## src/rtl/btud_ram.sv

```systemverilog
// Generic single-port-write, single-read RAM with registered read data.
// No dependencies.
module btud_ram #(
    parameter int unsigned WIDTH = 8,
    parameter int unsigned DEPTH = 16
) (
    input  logic                                           clk,
    input  logic                                           we,
    input  logic [((DEPTH > 1) ? $clog2(DEPTH) : 1)-1:0]   waddr,
    input  logic [WIDTH-1:0]                               wdata,
    input  logic [((DEPTH > 1) ? $clog2(DEPTH) : 1)-1:0]   raddr,
    output logic [WIDTH-1:0]                               rdata
);
    logic [WIDTH-1:0] mem [DEPTH];

    always_ff @(posedge clk)
    begin
        if (we)
        begin
            mem[waddr] <= wdata;
        end
        rdata <= mem[raddr];
    end
endmodule

```

## config.mk

```make
export PLATFORM = sky130hd
export DESIGN_NAME = btud_ram
export DESIGN_NICKNAME = d
export VERILOG_FILES = /design/src/rtl/btud_ram.sv
export SDC_FILE = /design/constraint.sdc
export NUM_CORES = 1
export LEC_CHECK = 0
export BUFFER_PORTS_ARGS = -buffer_cell sky130_fd_sc_hd__buf_2
export CORE_ASPECT_RATIO = 1.25
export CORE_MARGIN = 5
export CORE_UTILIZATION = 40
export DETAILED_ROUTE_END_ITERATION = 8
export HOLD_SLACK_MARGIN = 0.08
export PLACE_DENSITY = 0.68
export SLEW_MARGIN = 20
export SYNTH_ARGS = -nofsm -noshare
export SYNTH_HDL_FRONTEND = slang
export SYNTH_SLANG_ARGS = --single-unit
```

## constraint.sdc

```tcl
create_clock -name clk -period 2.87 [get_ports clk]
set_input_delay 0.287 -clock clk [delete_from_list [all_inputs] [get_ports clk]]
set_output_delay 0.287 -clock clk [all_outputs]
set_load 0.03 [all_outputs]
```

# Word level (Yosys, flattened, before mapping)

Memory sizes are Yosys's and may differ from the RTL's. A register that Yosys moved wholly into a read port is not among the register bits.
Cells that the tools add are included.

Bits in writable memories: 128
Output and inout bits: 8
Word-level logic and storage cells: 3
ROM bits: 0
Bits in latches: 0
Input bits: 18
Memories kept: 1
Register bits after elaboration: 0

Memories:

| memory | depth | bits a word | read ports | clocked after Yosys merged registers in | wr ports | line | text |
|---|---|---|---|---|---|---|---|
| mem    | 16    | 8           | 1          | 1                                       | 1        | 14   | `logic [WIDTH-1:0] mem [DEPTH];` |

$mul: 0
Bitwise operators: 0
Add/sub/neg operators: 0
Eq/ne operators: 0
Order comparisons: 0
Div/mod/pow operators: 0
Shifts and indexed selects: 0
Multiplexer cells: 2
Reductions and logical operators: 0

Operators with widths:

| cell              | number |
|---|---|
| two-way mux 1 bit | 2 |

# Logic depth before layout (Yosys ltp)

Gate-level depths: netlist of run 1.

Depth in word-level cells: 2
Depth in mapped cells: 5
Depth with buffers taken out: 3

# Least setup slack after synthesis of run 1

Ideal clock, no wire load.

Path kind: input-to-reg
Start: in waddr[2] in the netlist's numbering
End: mem mem[0][0] (enable)
Buffers on the path: 0
Stages: 2
Arrival time: 1.397 ns
Path slack: 1.090 ns
Setup time: 0.383 ns
Data required time: 2.487 ns
Path through: or3b_2 > nor3_1

RTL lines:

| element            | line | text |
|---|---|---|
| start: declaration | 9    | `input logic [((DEPTH > 1) ? $clog2(DEPTH) : 1)-1:0] waddr,` |
| end: declaration   | 14   |  |

No word-level cell before the write port.

==> results of run 1 <==
-- layout make-up --
cell class	instances	area, µm²
fillers	1062	6649
multi-input cells	83	1057
flip-flops and latches	136	4004
clock inverters	15	131.4
well taps	168	210.2
repair buffers	33	185.2
clock buffers	17	425.4
-- power by group through the flow --
| stage | logic (mW) | clock network, mW | registers, mW |
|---|---|---|---|
| floorplan | 0.113 | 0 | 2.30 |
| global placement | 0.217 | 0 | 2.27 |
| detailed placement | 0.224 | 0 | 2.28 |
| CTS | 0.225 | 2.03 | 2.23 |
| global route | 0.240 | 2.12 | 2.24 |
| finish | 0.220 | 1.99 | 2.23 |
-- worst reg2reg max path: cells and delay by family (launching register included) --
family	cells	cell delay (ns)
AO/OA/AOI/OAI	1	0.30
AND/OR/NAND/NOR	1	0.11
multiplexers	1	0.48
flip-flops	1	0.37
-- state kept, by name, indices dropped and copies added, names as in the netlist --
signal  cells
mem       128
rdata       8
-- per-layer routing --
metal / part of all wire (%) / wire length (µm)
met1: 43 / 4078
met2: 52 / 4932
met3: 3.6 / 337
met4: 1.2 / 117
met5: 0 / 0
-- synth_stat cells --
library cell | n | area (µm²)
sky130_fd_sc_hd__nor2_1 | 13 | 48.80
sky130_fd_sc_hd__nand2_1 | 9 | 33.78
sky130_fd_sc_hd__and2_1 | 1 | 6.260
sky130_fd_sc_hd__buf_6 | 3 | 33.78
sky130_fd_sc_hd__mux4_2 | 18 | 405.4
sky130_fd_sc_hd__and2b_1 | 1 | 7.510
sky130_fd_sc_hd__nand2b_1 | 2 | 12.51
sky130_fd_sc_hd__clkdlybuf4s25_2 | 3 | 30.03
sky130_fd_sc_hd__nor3_1 | 4 | 20.02
sky130_fd_sc_hd__nand3b_1 | 2 | 15.01
sky130_fd_sc_hd__or3b_2 | 1 | 8.760
sky130_fd_sc_hd__edfxtp_1 | 128 | 3844
sky130_fd_sc_hd__a22oi_1 | 16 | 120.1
sky130_fd_sc_hd__nor2b_1 | 1 | 6.260
sky130_fd_sc_hd__nand3_1 | 1 | 5.000
sky130_fd_sc_hd__buf_2 | 3 | 15.01
sky130_fd_sc_hd__buf_4 | 1 | 7.510
sky130_fd_sc_hd__mux4_1 | 14 | 367.9
sky130_fd_sc_hd__dfxtp_1 | 8 | 160.2
-- worst paths after layout --
check	start	to	slack (ns)	cells past startpoint
hold reg to reg	mem[15][3]$_DFFE_PP_	rdata[3]$_DFF_P_	0.67	3
setup / recovery	raddr[0]	rdata[0]$_DFF_P_	1.16	5
setup reg to reg	mem[3][7]$_DFFE_PP_	rdata[7]$_DFF_P_	1.49	3
hold / removal	wdata[3]	mem[6][3]$_DFFE_PP_	0.26	1
-- cell families after synthesis --
group / after synthesis / synth area share [%]
compound gates: 16 / 2.334
flops: 136 / 77.78
mux: 32 / 15.02
buf+inv: 10 / 1.677
simple gates: 35 / 3.184
-- stage by stage --
stage	util [%]	total power, mW
after floorplan	-	2.410
final	47.49	4.447
after detailed placement	43.09	2.500
after global placement	43.09	2.491
after CTS	47.49	4.488
after global routing	47.49	4.599
==> impl_metrics.sql, run 1 <==
INSERT INTO impl_metrics (metric_group, metric, value, unit) VALUES
('status', 'status', 'finished clean', ''),
('floorplanning', 'die_w', '111.5', 'µm'),
('cts', 'clk_path_buf_depth', '2', ''),
('cells_and_area', 'mostFrequentLayoutCell', 'sky130_fd_sc_hd__edfxtp_1', ''),
('detailed_routing', 'drt_pass1_iterations', '4', ''),
('pwr', 'netSwitchingFraction', '21.50', '%'),
('sta', 'final.setup.tns', '0', 'ns'),
('synth', 'synth-seq-area-share', '77.78', '%'),
('critical_path', 'critPathKind', 'primary input to flip-flop', ''),
('critical_path', 'start_kind', 'primary input', ''),
('critical_path', 'arr_time_crit_path', '2.00', 'ns'),
('grt', 'globalRouteMet2Util', '22.10', '%'),
('critical_path', 'endpoint_required_time_on_the_critical_path', '3.16', 'ns'),
('sta', 'relSlewSlack', '37.75', '%'),
('place', 'placement.setup.worst_slack', '0.6931', 'ns'),
('critical_path', 'cp_top_delay_family', 'buffers and inverters', ''),
('detailed_routing', 'drt_first_iter_violations', '162', ''),
('grt', 'grt_pass1_wl', '14790', 'µm'),
('sta', 'timing.final.crit_share', '59.62', '%'),
('detailed_routing', 'drt-wirelength-per-cell', '20.94', 'µm'),
('sta', 'post-route-worst-setup-slack', '1.159', 'ns'),
('synth', 'post_synth_num_cell_types', '19', ''),
('floorplanning', 'dieHeight', '136.8', 'µm'),
('grt', 'busiest_layer', 'met2', ''),
('grt', 'grt_pass1_vias', '2479', ''),
('cts', 'cts_tree', 'yes', ''),
('cells_and_area', 'nets_finish', '289', ''),
('cts', 'h-tree-depth', '4', ''),
('sta', 'clock-skew-final', '0.004833', 'ns'),
('critical_path', 'crit_path_cell_trace', 'buf_2 -> buf_4 -> mux4_1 -> a22oi_1 -> nand2_1', ''),
('floorplanning', 'ios', '26', ''),
('cells_and_area', 'insertedDiodeCount', '0', ''),
('sta', 'worst_slew_pin_slew', '0.9303', 'ns'),
('floorplanning', 'site_row_count', '46', ''),
('sta', 'drv_slew', '0', ''),
('synth', 'post_synth_inst_count', '229', ''),
('sta', 'hold_ws', '0.2640', 'ns'),
('cts', 'postCtsSetupRepairBufs', '0', ''),
('sta', 'timing_hold_violations_final', '0', ''),
('critical_path', 'cp_slowest_stage_delay', '0.59', 'ns'),
('cts', 'clk_pin_slew', '0.06', 'ns'),
('cts', 'cts.sinks', '136', ''),
('grt', 'met1_track_usage_gr', '16.94', '%'),
('cells_and_area', 'areaGrowthSynthToFinish', '16.82', '%'),
('sta', 'final-setup-viol-count', '0', ''),
('pwr', 'cellPowerDensity', '739.5', 'mW/mm²'),
('grt', 'grt_start_max_net_pins', '33', ''),
('detailed_routing', 'drt_drc_violations_left', '0', ''),
('synth', 'postSynthAreaPerCell', '22.48', 'µm²'),
('pwr', 'power_frac_comb', '5.0', '%'),
('place', 'placed_area', '0.005456', 'mm²'),
('grt', 'overflow', '0', ''),
('pwr', 'share_clk_of_total_power', '44.8', '%'),
('pwr', 'power.sequential.fraction', '50.2', '%'),
('place', 'dpl.cell_count', '420', ''),
('cts', 'cts_resized', '0', ''),
('pwr', 'vdd.ir_drop.worst', '0.4625', 'mV'),
('grt', 'grt_antenna_before_repair', '0', ''),
('detailed_routing', 'drt.antenna.violating_nets', '0', ''),
('pwr', 'switchingPower', '0.9561', 'mW'),
('cts', 'clock_insertion_delay_worst_skew', '0.41', 'ns'),
('floorplanning', 'coreArea', '0.01266', 'mm²'),
('grt', 'grtUsageTotal', '13.40', '%'),
('place', 'hpwl', '6257', 'µm'),
('sta', 'maxClockFrequency', '584.4', 'MHz'),
('pwr', 'power.internal', '3.490', 'mW'),
('synth', 'mappedNetlistNets', '247', ''),
('critical_path', 'category_of_the_worst_setup_path_capture_point', 'flip-flop', ''),
('sta', 'rsz0062_at_grt', 'false', ''),
('place', 'globalplace.congestion', '0.7149', ''),
('detailed_routing', 'post_drt_via_cell_ratio', '5.199', '');
Power figures use the tool's default switching activity.
==> run 2, diff against run 1 <==
--- a/config.mk
+++ b/config.mk
@@ -5,6 +5,7 @@
 export SDC_FILE = /design/constraint.sdc
 export NUM_CORES = 1
 export LEC_CHECK = 0
+export ABC_AREA = 1
 export BUFFER_PORTS_ARGS = -buffer_cell sky130_fd_sc_hd__buf_2
 export CORE_ASPECT_RATIO = 1.25
 export CORE_MARGIN = 5
==> constraint.sdc (replaced) <==
create_clock -name clk -period 1.6 [get_ports clk]
set_input_delay 0.16 -clock clk [delete_from_list [all_inputs] [get_ports clk]]
set_output_delay 0.16 -clock clk [all_outputs]
set_load 0.03 [all_outputs]
==> run 2 against run 1 <==
Net effect:
- hold slack lost 0.16 ns
- count of clock-buffer cells in the layout grew 7
- die area up 11%
- synthesized cell count is 140% higher
- cell area rose by 13%
- utilization decreased by 0.070 points
==> impl_metrics.sql, run 2 <==
INSERT INTO impl_metrics (metric_group, metric, value, unit) VALUES
('cells_and_area', 'fin_util', '47.42', '%'),
('sta', 'rsz0062_at_grt', 'false', ''),
('cts', 'cts_hold_buf', '0', ''),
('synth', 'cells_taking_the_most_area_after_synthesis', 'sky130_fd_sc_hd__edfxtp_1 (67%), sky130_fd_sc_hd__nand2_1 (11%), sky130_fd_sc_hd__nand3_1 (8.4%)', ''),
('detailed_routing', 'drt.antenna.violating_nets', '0', ''),
('place', 'placed_area', '0.006163', 'mm²'),
('grt', 'grt_antenna_before_repair', '0', ''),
('floorplanning', 'dieHeight', '144.2', 'µm'),
('cells_and_area', 'mostFrequentLayoutCell', 'sky130_fd_sc_hd__nand2_1', ''),
('critical_path', 'cp_top_delay_family', 'flip-flops', ''),
('critical_path', 'endpoint_required_time_on_the_critical_path', '1.44', 'ns'),
('sta', 'timing_hold_violations_final', '0', ''),
('cells_and_area', 'areaGrowthSynthToFinish', '17.47', '%'),
('cts', 'postCtsSetupRepairBufs', '0', ''),
('sta', 'final.setup.tns', '0', 'ns'),
('cts', 'clk_pin_slew', '0.06', 'ns'),
('floorplanning', 'die_w', '117.4', 'µm'),
('floorplanning', 'design.die.area', '0.01693', 'mm²'),
('floorplanning', 'coreArea', '0.01429', 'mm²'),
('worst_hold_path', 'hold_class', 'primary input to flip-flop', ''),
('grt', 'grt_pass1_wl', '19980', 'µm'),
('place', 'dpl.cell_count', '757', ''),
('critical_path', 'crit_path_cell_trace', 'buf_2', ''),
('synth', 'yosys_warnings', '0', ''),
('cells_and_area', 'final_cell_area', '0.006774', 'mm²'),
('synth', 'synth_seq_cells', '136', ''),
('critical_path', 'cp.buffers_inverters', '1', ''),
('critical_path', 'crit_path_max_fanout', '1', ''),
('sta', 'drv_slew', '0', ''),
('pwr', 'cellLeakagePower', '2.954', 'nW'),
('cells_and_area', 'regArea', '0.004004', 'mm²'),
('floorplanning', 'initial_core_utilization', '40.37', '%'),
('cells_and_area', 'reg_top3', 'mem (128), rdata (8)', ''),
('job', 'cap_viol_max_count', '0', ''),
('cts', 'ctsRootBufferMaster', 'sky130_fd_sc_hd__clkbuf_16', ''),
('cts', 'cts.sinks', '136', ''),
('cts', 'clk_path_buf_depth', '2', ''),
('cts', 'clock_insertion_delay_worst_skew', '0.41', 'ns'),
('critical_path', 'start_kind', 'flip-flop', ''),
('pwr', 'vdd.ir_drop.worst', '0.5531', 'mV'),
('cells_and_area', 'nets_finish', '616', ''),
('synth', 'ys_dominant_reg_cell', 'sky130_fd_sc_hd__edfxtp_1', ''),
('sta', 'relSlewSlack', '70.43', '%'),
('grt', 'overflow', '0', ''),
('cells_and_area', 'largest_reg_flops', '128', ''),
('detailed_routing', 'dr_total_vias', '3839', ''),
('cts', 'cts_resized', '0', ''),
('grt', 'grtUsageTotal', '15.44', '%'),
('sta', 'timing.final.crit_share', '73.82', '%'),
('cells_and_area', 'final-instance-count-excl-fill', '789', ''),
('synth', 'syn_area', '0.005767', 'mm²'),
('critical_path', 'category_of_the_worst_setup_path_capture_point', 'primary output', ''),
('place', 'hpwl', '8161', 'µm'),
('cells_and_area', 'register_with_the_most_flip_flops', 'mem', ''),
('sta', 'clock-skew-final', '0.005749', 'ns'),
('detailed_routing', 'drt_first_iter_violations', '364', ''),
('detailed_routing', 'postRouteWirelength', '12630', 'µm'),
('critical_path', 'cp_slowest_stage_delay', '0.38', 'ns'),
('pwr', 'total_power', '8.503', 'mW'),
('detailed_routing', 'drt-wirelength-per-cell', '16.01', 'µm'),
('synth', 'asyncSetResetFlopFracSynth', '0', '%'),
('pwr', 'cellPowerDensity', '1255', 'mW/mm²'),
('synth', 'leading_cell_type_by_number_of_instances_after_synthesis', 'sky130_fd_sc_hd__nand2_1', ''),
('detailed_routing', 'drt_pass1_iterations', '4', ''),
('cts', 'cts_inserted_buffers', '17', ''),
('critical_path', 'critPathKind', 'flip-flop to primary output', ''),
('place', 'globalplace.congestion', '0.8542', ''),
('status', 'status', 'finished clean', ''),
('place', 'port_buffer_count', '25', ''),
('cells_and_area', 'mostFrequentLayoutCells', 'sky130_fd_sc_hd__nand2_1 (173), sky130_fd_sc_hd__edfxtp_1 (128), sky130_fd_sc_hd__inv_1 (100)', ''),
('critical_path', 'arr_time_crit_path', '1.02', 'ns'),
('floorplanning', 'site_row_count', '49', ''),
('synth', 'netlist_top_cells_count', 'sky130_fd_sc_hd__nand2_1 (173), sky130_fd_sc_hd__edfxtp_1 (128), sky130_fd_sc_hd__inv_1 (100)', ''),
('synth', 'postSynthAreaPerCell', '10.47', 'µm²'),
('synth', 'mappedNetlistNets', '569', ''),
('sta', 'final-setup-viol-count', '0', ''),
('cts', 'h-tree-depth', '4', ''),
('synth', 'post_synth_num_cell_types', '12', ''),
('synth', 'synth.largest_area_cell', 'sky130_fd_sc_hd__edfxtp_1', ''),
('sta', 'worst_slew_pin_slew', '0.4429', 'ns'),
('synth', 'post-synth-top-area-fraction', '66.65', '%'),
('detailed_routing', 'post_drt_via_cell_ratio', '4.866', ''),
('cells_and_area', 'layout-drive-gt1-share', '13.26', '%'),
('cells_and_area', 'multi_input_comb_area', '0.001214', 'mm²'),
('floorplanning', 'ios', '26', ''),
('grt', 'grt_start_max_net_pins', '35', ''),
('sta', 'maxClockFrequency', '846.7', 'MHz'),
('sta', 'period_needed', '1.181', 'ns'),
('detailed_routing', 'drt_drc_violations_left', '0', ''),
('cells_and_area', 'fillCellCount', '1252', ''),
('synth', 'synth-seq-area-share', '69.43', '%'),
('synth', 'post_synth_inst_count', '551', ''),
('critical_path', 'cpMaxStageDelayCell', 'sky130_fd_sc_hd__dfxtp_1', ''),
('cts', 'cts_tree', 'yes', ''),
('synth', 'synth_enable_flop_cells', '128', ''),
('grt', 'grt_pass1_vias', '3737', ''),
('cells_and_area', 'insertedDiodeCount', '0', '');
[run 2: cell count changes after synthesis, sizes merged, moves of 2 or more]
cell | previous run | this run
buf | 7 | 24
nand3 | 1 | 97
a22oi | 16 | 0
nand2b | 2 | 0
nor3 | 4 | 0
inv | 0 | 102
mux4 | 32 | 0
nor2 | 13 | 17
nand2 | 9 | 173
clkdlybuf4s25 | 3 | 0
[run 2: final timing paths]
kind,startpoint,end,slack [ns],depth (start not counted)
max,rdata[3]$_DFF_P_,rdata[3],0.42,1
min,raddr[3],rdata[0]$_DFF_P_,0.10,3
max reg2reg,mem[5][4]$_DFFE_PP_,rdata[4]$_DFF_P_,0.53,6
min reg2reg,mem[10][0]$_DFFE_PP_,rdata[0]$_DFF_P_,0.66,6
[run 2: logic make-up (layout without fill, tap and decap cells)]
logic type             Yosys count  count (layout)  share of synthesized area, %
buffers and inverters          126             186                         9.525
DFF                            136             136                         69.43
and+or+nand+nor                289             289                         21.05
[run 2: metrics by stage]
stage	hold slack, ns	setup WS, ns
after CTS	0.09434	0.3947
after global placement	0.5232	0.3305
after global routing	0.1155	0.4111
after floorplan	0.2589	0.4892
after detailed placement	0.5351	0.3153
final	0.1030	0.4189
[run 2: worst reg2reg max path: cells and delay by family, from the launching register on]
kind	cells	cell delay, ns
buffers and inverters	1	0.06
DFF	1	0.36
and+or+nand+nor	5	0.52
[run 2: cell type report]
cell class / count / share of cell area (%)
repair buffers: 52 / 5.024
flip-flops and latches: 136 / 59.11
clock buffers: 24 / 7.259
inverters: 102 / 5.652
clock inverters: 8 / 1.755
well taps: 178 / 3.288
multi-input cells: 289 / 17.92
[run 2: per-layer routing]
| layer | GRT usage [%] | share of wire [%] |
|---|---|---|
| met5 | 0 | 0 |
| met4 | 7.330 | 3.4 |
| met3 | 3.052 | 4.3 |
| met2 | 26.61 | 50 |
| met1 | 18.74 | 42 |
[run 2: where the power goes]
group | internal (mW) | switching (mW) | total [mW]
logic | 0.152 | 0.381 | 0.532
clock network | 2.60 | 1.36 | 3.96
registers | 3.98 | 0.0251 | 4.01
total | 6.74 | 1.76 | 8.50
